File: src/rtl/core/jsu_pkg.sv
`timescale 1ns / 1ps
// ----------------------------------------------------------------------------
// jsu_pkg
// Shared types, constants and functions for the JSON string unescaper.
// ----------------------------------------------------------------------------
package jsu_pkg;

    localparam int unsigned MAX_RES = 6;

    localparam logic [15:0] MAX_BYTES_RST = 16'd4096;
    localparam logic [16:0] LEN_MAX       = 17'h1FFFF;

    localparam logic [7:0] CH_QUOTE = 8'h22;
    localparam logic [7:0] CH_BSL   = 8'h5C;
    localparam logic [7:0] CH_SLASH = 8'h2F;
    localparam logic [7:0] CH_SPACE = 8'h20;
    localparam logic [7:0] CH_B     = 8'h62;
    localparam logic [7:0] CH_F     = 8'h66;
    localparam logic [7:0] CH_N     = 8'h6E;
    localparam logic [7:0] CH_R     = 8'h72;
    localparam logic [7:0] CH_T     = 8'h74;
    localparam logic [7:0] CH_U     = 8'h75;

    localparam logic [20:0] CP_REPL  = 21'h00FFFD;
    localparam logic [20:0] CP_SUPP  = 21'h010000;
    localparam logic [5:0]  SURR_HI  = 6'b110110;
    localparam logic [5:0]  SURR_LO  = 6'b110111;

    typedef enum logic [1:0] {
        ST_DATA      = 2'd0,
        ST_CLOSED    = 2'd1,
        ST_MALFORMED = 2'd2,
        ST_TOO_LONG  = 2'd3
    } t_status;

    typedef struct packed {
        logic       ok;
        logic [3:0] val;
    } t_hex;

    typedef struct packed {
        logic [2:0]      len;
        logic [3:0][7:0] b;
    } t_utf8;

    // results of one input byte: data bytes then an optional status result
    typedef struct packed {
        logic [2:0]              n_data;
        logic [MAX_RES-1:0][7:0] data;
        logic                    has_tail;
        t_status                 tail;
    } t_bundle;

    function automatic t_hex hex_digit(input logic [7:0] b);
        t_hex r;
        r.ok  = 1'b1;
        r.val = b[3:0];
        if (b inside {[8'h30:8'h39]}) begin
            r.val = b[3:0];
        end else if (b inside {[8'h61:8'h66], [8'h41:8'h46]}) begin
            r.val = b[3:0] + 4'd9;
        end else begin
            r.ok  = 1'b0;
        end
        return r;
    endfunction

    function automatic t_utf8 cp_encode(input logic [20:0] cp);
        t_utf8 r;
        r.b   = '0;
        r.len = 3'd1;
        if (cp < 21'h80) begin
            r.len  = 3'd1;
            r.b[0] = cp[7:0];
        end else if (cp < 21'h800) begin
            r.len  = 3'd2;
            r.b[0] = {3'b110, cp[10:6]};
            r.b[1] = {2'b10, cp[5:0]};
        end else if (cp < CP_SUPP) begin
            r.len  = 3'd3;
            r.b[0] = {4'b1110, cp[15:12]};
            r.b[1] = {2'b10, cp[11:6]};
            r.b[2] = {2'b10, cp[5:0]};
        end else begin
            r.len  = 3'd4;
            r.b[0] = {5'b11110, cp[20:18]};
            r.b[1] = {2'b10, cp[17:12]};
            r.b[2] = {2'b10, cp[11:6]};
            r.b[3] = {2'b10, cp[5:0]};
        end
        return r;
    endfunction

endpackage

File: src/rtl/core/jsu_in_if.sv
`timescale 1ns / 1ps
// ----------------------------------------------------------------------------
// jsu_in_if
// Raw string body byte channel, valid/ready handshake.
// ----------------------------------------------------------------------------
interface jsu_in_if;
    logic       valid;
    logic       ready;
    logic [7:0] in_byte;
    logic       input_ends;

    modport source (output valid, output in_byte, output input_ends, input ready);
    modport sink   (input valid, input in_byte, input input_ends, output ready);
endinterface

File: src/rtl/core/jsu_out_if.sv
`timescale 1ns / 1ps
// ----------------------------------------------------------------------------
// jsu_out_if
// Decoded UTF-8 byte and status channel, valid/ready handshake.
// ----------------------------------------------------------------------------
interface jsu_out_if;
    logic       valid;
    logic       ready;
    logic [7:0] out_byte;
    logic [1:0] status;
    logic       last;

    modport source (output valid, output out_byte, output status, output last, input ready);
    modport sink   (input valid, input out_byte, input status, input last, output ready);
endinterface

File: src/rtl/core/json_string_unescape_utf8.sv
`timescale 1ns / 1ps
// ----------------------------------------------------------------------------
// json_string_unescape_utf8
// Decodes a JSON string body byte stream into UTF-8 bytes with close and
// error status.
//
// channel  dir  payload                       handshake
// i_in     in   in_byte[8], input_ends[1]     valid / ready
// o_out    out  out_byte[8], status[2], last  valid / ready
// cfg      in   i_cfg_wr_data[16]             i_cfg_wr_en
//
// one byte per cycle when each byte yields at most one result and o_out
// is ready; a byte with more results (up to 6) holds the result register
// until all are taken; results pass the input, then the result register
// reset: synchronous, active low; max length returns to 4096
// stalls on o_out back up through the result and input registers
// ----------------------------------------------------------------------------
module json_string_unescape_utf8 (
    input  logic        i_clk,
    input  logic        i_rst_n,
    input  logic        i_cfg_wr_en,
    input  logic [15:0] i_cfg_wr_data,
    jsu_in_if.sink      i_in,
    jsu_out_if.source   o_out
);

    logic             bundle_valid;
    logic             bundle_ready;
    jsu_pkg::t_bundle bundle;

    jsu_decode u_decode (
        .i_clk          (i_clk),
        .i_rst_n        (i_rst_n),
        .i_cfg_wr_en    (i_cfg_wr_en),
        .i_cfg_wr_data  (i_cfg_wr_data),
        .i_in           (i_in),
        .o_bundle_valid (bundle_valid),
        .o_bundle       (bundle),
        .i_bundle_ready (bundle_ready)
    );

    jsu_emit u_emit (
        .i_clk          (i_clk),
        .i_rst_n        (i_rst_n),
        .i_bundle_valid (bundle_valid),
        .i_bundle       (bundle),
        .o_bundle_ready (bundle_ready),
        .o_out          (o_out)
    );

endmodule

File: src/rtl/core/jsu_decode.sv
`timescale 1ns / 1ps
// ----------------------------------------------------------------------------
// jsu_decode
// Input register, escape/surrogate state and the single-pass decode of one
// byte into a bundle of results.
// ----------------------------------------------------------------------------
module jsu_decode (
    input  logic             i_clk,
    input  logic             i_rst_n,
    input  logic             i_cfg_wr_en,
    input  logic [15:0]      i_cfg_wr_data,
    jsu_in_if.sink           i_in,
    output logic             o_bundle_valid,
    output jsu_pkg::t_bundle o_bundle,
    input  logic             i_bundle_ready
);

    typedef enum logic [5:0] {
        S_PLAIN   = 6'b000001,
        S_ESC     = 6'b000010,
        S_UHEX    = 6'b000100,
        S_HI_WAIT = 6'b001000,
        S_HI_BSL  = 6'b010000,
        S_HI_U    = 6'b100000
    } t_mode;

    logic        r_in_valid;
    logic [7:0]  r_in_byte;
    logic        r_in_ends;
    logic [15:0] r_max;
    t_mode       r_mode, n_mode;
    logic [15:0] r_acc, n_acc;
    logic [9:0]  r_high, n_high;
    logic [1:0]  r_hcnt, n_hcnt;
    logic [16:0] r_len;

    jsu_pkg::t_hex  hex;
    jsu_pkg::t_utf8 enc;
    jsu_pkg::t_utf8 rep;
    logic [15:0] acc_next;
    logic        hex_done;
    logic        do_plain, do_esc, do_unit;
    logic        pre_fffd, main_en, main_raw;
    logic [7:0]  main_byte;
    logic [20:0] main_cp;
    logic [2:0]  main_len;
    logic [3:0][7:0] main_b;
    logic [2:0]  n_data;
    logic        step_err, step_close, clear;
    logic [17:0] len_sum;
    logic [16:0] len_sat;
    logic        nonempty, advance;

    always_comb begin
        n_mode    = r_mode;
        n_acc     = r_acc;
        n_high    = r_high;
        n_hcnt    = r_hcnt;
        do_plain  = 1'b0;
        do_esc    = 1'b0;
        do_unit   = 1'b0;
        pre_fffd  = 1'b0;
        main_en   = 1'b0;
        main_raw  = 1'b0;
        main_byte = r_in_byte;
        main_cp   = '0;
        step_err  = 1'b0;
        step_close = 1'b0;
        hex       = jsu_pkg::hex_digit(r_in_byte);
        acc_next  = {r_acc[11:0], hex.val};
        hex_done  = hex.ok && (r_hcnt == 2'd3);

        case (r_mode)
            S_ESC: begin
                do_esc = 1'b1;
            end
            S_UHEX: begin
                if (!hex.ok) begin
                    step_err = 1'b1;
                end else begin
                    n_acc  = acc_next;
                    n_hcnt = r_hcnt + 2'd1;
                    do_unit = hex_done;
                end
            end
            S_HI_WAIT: begin
                if (r_in_byte == jsu_pkg::CH_BSL) begin
                    n_mode = S_HI_BSL;
                end else begin
                    pre_fffd = 1'b1;
                    do_plain = 1'b1;
                end
            end
            S_HI_BSL: begin
                if (r_in_byte == jsu_pkg::CH_U) begin
                    n_mode = S_HI_U;
                    n_acc  = '0;
                    n_hcnt = '0;
                end else begin
                    pre_fffd = 1'b1;
                    do_esc   = 1'b1;
                end
            end
            S_HI_U: begin
                if (!hex.ok) begin
                    step_err = 1'b1;
                end else begin
                    n_acc  = acc_next;
                    n_hcnt = r_hcnt + 2'd1;
                    if (hex_done) begin
                        if (acc_next[15:10] == jsu_pkg::SURR_LO) begin
                            main_en = 1'b1;
                            main_cp = jsu_pkg::CP_SUPP + {1'b0, r_high, acc_next[9:0]};
                            n_mode  = S_PLAIN;
                        end else begin
                            pre_fffd = 1'b1;
                            do_unit  = 1'b1;
                        end
                    end
                end
            end
            default: begin
                do_plain = 1'b1;
            end
        endcase

        if (do_plain) begin
            n_mode = S_PLAIN;
            if (r_in_byte == jsu_pkg::CH_QUOTE) begin
                step_close = 1'b1;
            end else if (r_in_byte == jsu_pkg::CH_BSL) begin
                n_mode = S_ESC;
            end else if (r_in_byte < jsu_pkg::CH_SPACE) begin
                step_err = 1'b1;
            end else begin
                main_en  = 1'b1;
                main_raw = 1'b1;
            end
        end

        if (do_esc) begin
            n_mode   = S_PLAIN;
            main_en  = 1'b1;
            main_raw = 1'b1;
            case (r_in_byte)
                jsu_pkg::CH_QUOTE, jsu_pkg::CH_BSL, jsu_pkg::CH_SLASH: main_byte = r_in_byte;
                jsu_pkg::CH_B: main_byte = 8'h08;
                jsu_pkg::CH_F: main_byte = 8'h0C;
                jsu_pkg::CH_N: main_byte = 8'h0A;
                jsu_pkg::CH_R: main_byte = 8'h0D;
                jsu_pkg::CH_T: main_byte = 8'h09;
                jsu_pkg::CH_U: begin
                    main_en  = 1'b0;
                    main_raw = 1'b0;
                    n_mode   = S_UHEX;
                    n_acc    = '0;
                    n_hcnt   = '0;
                end
                default: begin
                    main_en  = 1'b0;
                    main_raw = 1'b0;
                    step_err = 1'b1;
                end
            endcase
        end

        if (do_unit) begin
            if (acc_next[15:10] == jsu_pkg::SURR_HI) begin
                n_high = acc_next[9:0];
                n_mode = S_HI_WAIT;
            end else begin
                main_en = 1'b1;
                main_cp = (acc_next[15:10] == jsu_pkg::SURR_LO) ? jsu_pkg::CP_REPL
                                                                : {5'b0, acc_next};
                n_mode  = S_PLAIN;
            end
        end

        if (r_in_ends && !step_close) begin
            step_err = 1'b1;
        end
    end

    // assemble the data bytes: optional replacement char, then the main unit
    always_comb begin
        enc = jsu_pkg::cp_encode(main_cp);
        rep = jsu_pkg::cp_encode(jsu_pkg::CP_REPL);
        main_b = enc.b;
        main_len = enc.len;
        if (main_raw) begin
            main_b    = '0;
            main_b[0] = main_byte;
            main_len  = 3'd1;
        end
        if (!main_en) begin
            main_len = 3'd0;
        end
        n_data = (pre_fffd ? 3'd3 : 3'd0) + main_len;

        o_bundle.data = '0;
        if (pre_fffd) begin
            o_bundle.data[2:0] = rep.b[2:0];
            o_bundle.data[5:3] = main_b[2:0];
        end else begin
            o_bundle.data[3:0] = main_b;
        end

        len_sum  = {1'b0, r_len} + {15'b0, n_data};
        len_sat  = (len_sum > {1'b0, jsu_pkg::LEN_MAX}) ? jsu_pkg::LEN_MAX : len_sum[16:0];
        clear    = step_err || step_close;
        nonempty = clear || (n_data != 3'd0);

        o_bundle.n_data   = step_err ? 3'd0 : n_data;
        o_bundle.has_tail = clear;
        if (step_err) begin
            o_bundle.tail = jsu_pkg::ST_MALFORMED;
        end else if (len_sat > {1'b0, r_max}) begin
            o_bundle.tail = jsu_pkg::ST_TOO_LONG;
        end else begin
            o_bundle.tail = jsu_pkg::ST_CLOSED;
        end
    end

    assign advance        = r_in_valid && (i_bundle_ready || !nonempty);
    assign o_bundle_valid = r_in_valid && nonempty;
    assign i_in.ready     = !r_in_valid || advance;

    always_ff @(posedge i_clk) begin
        if (!i_rst_n) begin
            r_in_valid <= 1'b0;
            r_max      <= jsu_pkg::MAX_BYTES_RST;
            r_mode     <= S_PLAIN;
            r_acc      <= '0;
            r_high     <= '0;
            r_hcnt     <= '0;
            r_len      <= '0;
        end else begin
            if (i_cfg_wr_en) begin
                r_max <= i_cfg_wr_data;
            end
            if (i_in.valid && i_in.ready) begin
                r_in_valid <= 1'b1;
            end else if (advance) begin
                r_in_valid <= 1'b0;
            end
            if (advance) begin
                if (clear) begin
                    r_mode <= S_PLAIN;
                    r_acc  <= '0;
                    r_high <= '0;
                    r_hcnt <= '0;
                    r_len  <= '0;
                end else begin
                    r_mode <= n_mode;
                    r_acc  <= n_acc;
                    r_high <= n_high;
                    r_hcnt <= n_hcnt;
                    r_len  <= len_sat;
                end
            end
        end
    end

    always_ff @(posedge i_clk) begin
        if (i_in.valid && i_in.ready) begin
            r_in_byte <= i_in.in_byte;
            r_in_ends <= i_in.input_ends;
        end
    end

    assert property (@(posedge i_clk) disable iff (!i_rst_n)
        (advance && clear) |=> (r_len == '0 && r_mode == S_PLAIN && r_hcnt == '0))
        else $error("state not cleared after close or error");

    assert property (@(posedge i_clk) disable iff (!i_rst_n)
        (advance && !clear) |=> (r_len >= $past(r_len)))
        else $error("decoded length went backwards");

    assert property (@(posedge i_clk) disable iff (!i_rst_n)
        (o_bundle_valid && o_bundle.tail == jsu_pkg::ST_MALFORMED && o_bundle.has_tail)
        |-> (o_bundle.n_data == 3'd0))
        else $error("data bytes kept with a malformed result");

    assert property (@(posedge i_clk) disable iff (!i_rst_n)
        (r_in_valid && !advance) |=> (r_in_valid && $stable(r_in_byte)))
        else $error("held input byte lost");

endmodule

File: src/rtl/core/jsu_emit.sv
`timescale 1ns / 1ps
// ----------------------------------------------------------------------------
// jsu_emit
// Result register holding one bundle; hands its results out one per
// transaction and flags the final one.
// ----------------------------------------------------------------------------
module jsu_emit (
    input  logic             i_clk,
    input  logic             i_rst_n,
    input  logic             i_bundle_valid,
    input  jsu_pkg::t_bundle i_bundle,
    output logic             o_bundle_ready,
    jsu_out_if.source        o_out
);

    logic             r_valid;
    jsu_pkg::t_bundle r_bundle;
    logic [2:0]       r_idx;

    logic [2:0] total;
    logic       is_last;
    logic       load;
    logic       take;

    assign total   = r_bundle.n_data + {2'b0, r_bundle.has_tail};
    assign is_last = (r_idx == total - 3'd1);
    assign take    = r_valid && o_out.ready;
    assign o_bundle_ready = !r_valid || (o_out.ready && is_last);
    assign load    = i_bundle_valid && o_bundle_ready;

    assign o_out.valid = r_valid;
    assign o_out.last  = is_last;
    always_comb begin
        if (r_idx < r_bundle.n_data) begin
            o_out.out_byte = r_bundle.data[r_idx];
            o_out.status   = jsu_pkg::ST_DATA;
        end else begin
            o_out.out_byte = 8'h00;
            o_out.status   = r_bundle.tail;
        end
    end

    always_ff @(posedge i_clk) begin
        if (!i_rst_n) begin
            r_valid <= 1'b0;
            r_idx   <= '0;
        end else if (load) begin
            r_valid <= 1'b1;
            r_idx   <= '0;
        end else if (take) begin
            if (is_last) begin
                r_valid <= 1'b0;
            end else begin
                r_idx <= r_idx + 3'd1;
            end
        end
    end

    always_ff @(posedge i_clk) begin
        if (load) begin
            r_bundle <= i_bundle;
        end
    end

    assert property (@(posedge i_clk) disable iff (!i_rst_n)
        r_valid |-> (r_idx < total))
        else $error("result index past end of bundle");

    assert property (@(posedge i_clk) disable iff (!i_rst_n)
        (o_out.valid && o_out.status != jsu_pkg::ST_DATA) |-> o_out.last)
        else $error("status result not last");

    assert property (@(posedge i_clk) disable iff (!i_rst_n)
        load |=> (r_valid && r_idx == '0 && total != 3'd0))
        else $error("empty bundle loaded");

endmodule

File: src/flat_wrapper.sv
// flat-port wrapper written by rule: the top's interface ports become plain ports
module json_string_unescape_utf8_flat 
  (i_clk, i_rst_n, i_cfg_wr_en, i_cfg_wr_data, i_in_valid, i_in_in_byte, i_in_input_ends, i_in_ready, o_out_valid, o_out_out_byte, o_out_status, o_out_last, o_out_ready);
  jsu_in_if i_in_i ();
  jsu_out_if o_out_i ();
  input  logic i_clk;
  input  logic i_rst_n;
  input  logic i_cfg_wr_en;
  input  logic [15:0] i_cfg_wr_data;
  input wire logic [$bits(i_in_i.valid)-1:0] i_in_valid;
  input wire logic [$bits(i_in_i.in_byte)-1:0] i_in_in_byte;
  input wire logic [$bits(i_in_i.input_ends)-1:0] i_in_input_ends;
  output wire logic [$bits(i_in_i.ready)-1:0] i_in_ready;
  output wire logic [$bits(o_out_i.valid)-1:0] o_out_valid;
  output wire logic [$bits(o_out_i.out_byte)-1:0] o_out_out_byte;
  output wire logic [$bits(o_out_i.status)-1:0] o_out_status;
  output wire logic [$bits(o_out_i.last)-1:0] o_out_last;
  input wire logic [$bits(o_out_i.ready)-1:0] o_out_ready;
  assign i_in_i.valid = i_in_valid;
  assign i_in_i.in_byte = i_in_in_byte;
  assign i_in_i.input_ends = i_in_input_ends;
  assign i_in_ready = i_in_i.ready;
  assign o_out_valid = o_out_i.valid;
  assign o_out_out_byte = o_out_i.out_byte;
  assign o_out_status = o_out_i.status;
  assign o_out_last = o_out_i.last;
  assign o_out_i.ready = o_out_ready;
  json_string_unescape_utf8 u_core (.i_clk(i_clk), .i_rst_n(i_rst_n), .i_cfg_wr_en(i_cfg_wr_en), .i_cfg_wr_data(i_cfg_wr_data), .i_in(i_in_i), .o_out(o_out_i));
endmodule
File: config.mk
export PLATFORM = sky130hd
export DESIGN_NAME = json_string_unescape_utf8_flat
export DESIGN_NICKNAME = d
export VERILOG_FILES = /design/src/rtl/core/jsu_pkg.sv /design/src/rtl/core/jsu_in_if.sv /design/src/rtl/core/jsu_out_if.sv /design/src/rtl/core/json_string_unescape_utf8.sv /design/src/rtl/core/jsu_decode.sv /design/src/rtl/core/jsu_emit.sv /design/src/flat_wrapper.sv
export SDC_FILE = /design/constraint.sdc
export NUM_CORES = 1
export LEC_CHECK = 0
export BUFFER_PORTS_ARGS = -buffer_cell sky130_fd_sc_hd__buf_2
export CORE_MARGIN = 1
export CORE_UTILIZATION = 45
export DETAILED_ROUTE_END_ITERATION = 16
export SLEW_MARGIN = 30
export SYNTH_ARGS = -nofsm -noshare
export SYNTH_HDL_FRONTEND = slang
export SYNTH_HIERARCHICAL = 1
export SYNTH_SLANG_ARGS = --single-unit
File: constraint.sdc
create_clock -name i_clk -period 11 [get_ports i_clk]
set_input_delay 0 -clock i_clk [delete_from_list [all_inputs] [get_ports i_clk]]
set_output_delay 0 -clock i_clk [all_outputs]
set_load 0.05 [all_outputs]
==> impl_summary.md <==
Status
The flow ran to the end, and the final reports show no timing, DRC or antenna violations.

Finish
The final non-filler cell total is 1138. The number of antenna diodes in the final layout is 0. The post-route core utilization is 53.37%. The number of filler instances in the final layout is 1587. The design area is 0.009360 mm^2.

Relative to the synthesized area, the layout overhead comes to 14.30%. In the final design database the tool counted 963 nets. In the final layout, the share of cells above drive strength 1 is 16.43%.

STA
The worst slew slack as a fraction of its limit is 40.82%. Setup repair after global routing left no endpoint under its margin. The clock period minus worst slack is 6582 ps. The total negative setup slack is 0 ps.

At the pin with the least slew margin, the transition time is 885.8 ps. The final count of hold timing violations is 0. Derived from the worst setup path, the maximum achievable clock frequency is 151.9 MHz. Between clock sinks in the finished design, the worst skew comes to 7.334 ps. The number of max-slew violations in the final report is 0.

Dividing the final minimum period by the clock period gives 59.84%. The smallest hold slack is 24.57 ps. The total of endpoints with negative setup slack in the final report is 0.

Critical path
STA classifies the critical path startpoint as a register. The peak per-stage delay on the critical path is 520 ps. For flop-to-flop paths, the worst setup slack is 4420 ps. STA puts the critical path data arrival time at 6720 ps. The capture point of the critical path is u_core/u_emit/r_bundle[1]$_DFFE_PP_. The number of logic stages on the critical path including buffering is 28. The worst reg-to-reg path cell count is 28. The sum of buffers and inverters on the critical path is 3. The endpoint identified for the worst register-to-register timing path is u_core/u_emit/r_bundle[1]$_DFFE_PP_. The critical path's top delay family is simple AND/OR/NAND/NOR gates. The timing startpoint of the critical path is u_core/u_decode/r_in_byte[0]$_DFFE_PP_. The critical path in this run is classified as register to register.

The library cell appearing most often on the critical path is ha_1. The critical path required time is 11140 ps. The critical path's slowest cell is nor4b_4. Of all nets on the critical path, the largest fanout is 31. STA classifies the critical path endpoint as a register. The startpoint of the worst-slack reg-to-reg timing path is u_core/u_decode/r_in_byte[0]$_DFFE_PP_.

Synth
The share of flip-flops with an asynchronous set or reset is 0%. The cell taking the most area after synthesis is edfxtp_1. The number of distinct library cells after synthesis is 98. Ranked by total cell area, the synthesized netlist is headed by edfxtp_1 23%, dfxtp_1 17%, ha_1 4.7%. In the synthesized netlist the dominant register cell turns out to be dfxtp_1.

In this run the mean area of a mapped cell was 9.623 um^2. The cell area after technology mapping is 0.008189 mm^2. In this run, synthesis inferred 63 flip-flops with an integrated enable.

The total of warnings raised by yosys is 6. The count of state elements after synthesis is 131. Summed over its instances, the top area cell type makes up 23.10% of the synthesized netlist area. The post-synthesis sequential area ratio is 39.72%. Synthesis produced a netlist whose cell count is 851.

Power and ir drop
The net switching fraction of the power is 23.36%. In this run the power spent charging and discharging nets is 285.7 uW. The static power due to leakage is 3.616 nW. The internal power summed over all cells is 937.4 uW. The power per cell area is 130.7 mW/mm^2.

The power share of the combinational group is 9.7%. The sequential group share of total power is 44.2%. The maximum ir drop on the vdd rail is 101.0 uV.

The clock network fraction of design power is 46.0%.

Clocking
The clock tree from TritonCTS is done. The maximum root-to-sink buffer count is 2. The quantity of gates resized following cts is 0.

After clock tree synthesis, the clock-pin slew on the worst setup and hold paths is 50 ps. The root buffer selected by CTS is clkbuf_16. CTS built an H-tree with a depth of 4.

The later pin in the worst-skew pair is clocked with a latency of 410 ps. The CTS sink count is 131. TritonCTS created 17 clock buffers.

Drt
For this block, the routed nets add up to 20370 um of wire. The number of design-rule violations left by the first detailed-router iteration is 764. For this run, the detailed router's first-pass iteration total came to 5. The antenna violation net count after detailed routing is 0. After detailed routing, the average wire length per cell comes to 17.90 um.

The post-detailed-route via-to-cell ratio is 5.866. For this block, the via count after detailed routing is 6675. The remaining design rule violation count is 0.

Die
The floorplan die width is 136.9 um. The initial utilization of the core area, before any placement, comes to 46.70%. The core area is 0.01754 mm^2. Row generation in the floorplan step produced 48 rows.

The die is 136.9 um tall. The number of top-level design ports is 43. The die covers 0.01874 mm^2.

Place
The congestion estimate from routability-driven global placement came to 0.9413. The number of placed instances, taps included, is 1079. The cell area after placement is 0.008481 mm^2. Once detailed placement completed, the half-perimeter wirelength came to 14770 um. Buffers placed on the I/O ports in this run total 42.

Global route
The number of antenna violations at the first check in global routing is 0. The maximum number of pins on one net before global-route repair is 55. The first-pass GRT wire length is 33100 um.

The number of global-route vias before repair is 6187. In the global route stage, overall resource usage came out at 23.06%. The overflow left after global routing is 0.

Min path
The worst hold path belongs to the class input port to register. The worst hold path was traced through 2 stages.

Flow run
The number of maximum-capacitance constraint violations is 0.
==> repair_timing <==
item	in CTS	in global routing
hold buffers	27	0
setup buffers	0	0
hold endpoints to repair	26	0
endpoints found under the setup margin	0	0
==> how the worst min path moves through the flow <==
stage	from	to	slack, ps
4_1_cts	i_rst_n	u_core/u_emit/o_out.valid$_SDFFE_PN0P_	30
6_report	i_rst_n	u_core/u_emit/o_out.valid$_SDFFE_PN0P_	20
3_3_place_gp	i_in_in_byte[7]	u_core/u_decode/r_in_byte[7]$_DFFE_PP_	180
5_1_grt	i_rst_n	u_core/u_emit/o_out.valid$_SDFFE_PN0P_	50
3_5_place_dp	i_in_in_byte[6]	u_core/u_decode/r_in_byte[6]$_DFFE_PP_	180
2_1_floorplan	i_in_in_byte[0]	u_core/u_decode/r_in_byte[0]$_DFFE_PP_	100
==> cell type report <==
| type | instances | area, um^2 | area share, % |
|---|---|---|---|
| clock inverters | 7 | 62.56 | 0.6684 |
| multi-input cells | 634 | 4531 | 48.40 |
| flip-flops and latches | 131 | 3253 | 34.75 |
| well taps | 225 | 281.5 | 3.008 |
| repair buffers | 78 | 548.0 | 5.855 |
| clock buffers | 25 | 539.3 | 5.761 |
| inverters | 38 | 145.1 | 1.551 |
==> power groups by stage <==
stage	combinational [mW]	clock (mW)	sequential, mW
6_report	0.119	0.563	0.541
5_1_grt	0.130	0.595	0.543
4_1_cts	0.119	0.575	0.541
3_5_place_dp	0.111	0	0.551
3_3_place_gp	0.110	0	0.550
2_1_floorplan	0.0884	0	0.547
==> flip-flops by register name, indices dropped and copies added (netlist names) <==
signal	flops
u_core/u_decode/r_in_ends	1
u_core/u_emit/r_idx	3
u_core/u_decode/r_max	16
u_core/u_emit/o_out.valid	1
u_core/u_decode/r_len	17
u_core/u_decode/r_high	10
u_core/u_decode/r_in_byte	8
u_core/u_decode/r_hcnt	2
u_core/u_decode/r_mode	6
u_core/u_decode/r_acc	12
u_core/u_emit/r_bundle	54
u_core/u_decode/r_in_valid	1
==> cells in the mapped netlist, types with 21 or more instances <==
master / count
nand2_1: 88
nor2_1: 87
dfxtp_1: 68
edfxtp_1: 63
a21oi_1: 44
inv_1: 36
nand3_1: 35
ha_1: 31
a22o_1: 23
mux2i_1: 23
o21ai_0: 22
clkbuf_1: 21
==> metal layers <==
layer  share of wire (%)  vias up  track usage, %  routed length (um)
met5                   0        -               0                   0
li1                    -     3229               -                   -
met2                  44      244           34.94                8965
met1                  48     3167           32.81                9807
met3                 6.0       35           4.037                1217
met4                 1.9        0           8.303                 383
==> cells in the final DEF, fill, tap and decap left out, drive strengths merged, types with 27 or more instances in the layout <==
cell type | Yosys | final
edfxtp | 63 | 63
nand2 | 88 | 88
o21ai | 32 | 32
dfxtp | 68 | 68
nand3 | 35 | 35
nor2 | 91 | 91
dlygate4sd3 | 0 | 27
buf | 30 | 51
ha | 31 | 31
a21oi | 47 | 47
inv | 37 | 39
==> kinds of logic (layout without fill, tap and decap cells) <==
family          after synthesis  count (layout)  synth area share (%)
compound gates              205             205                 18.96
xor+xnor                     24              24                 3.254
fa+ha+maj                    33              33                 5.225
buf+inv                      89             148                 5.455
flops                       131             131                 39.72
mux                          42              42                 6.570
other cells                   1               4               0.04579
simple gates                326             326                 20.76
==> per-stage QoR <==
step / setup slack, ps / power [mW]
after CTS: 4503 / 1.235
after global placement: 4681 / 0.6597
after detailed placement: 4523 / 0.6621
final: 4418 / 1.223
after floorplan: 4810 / 0.6350
after global routing: 3970 / 1.268
(Power assumes the default switching activity.)
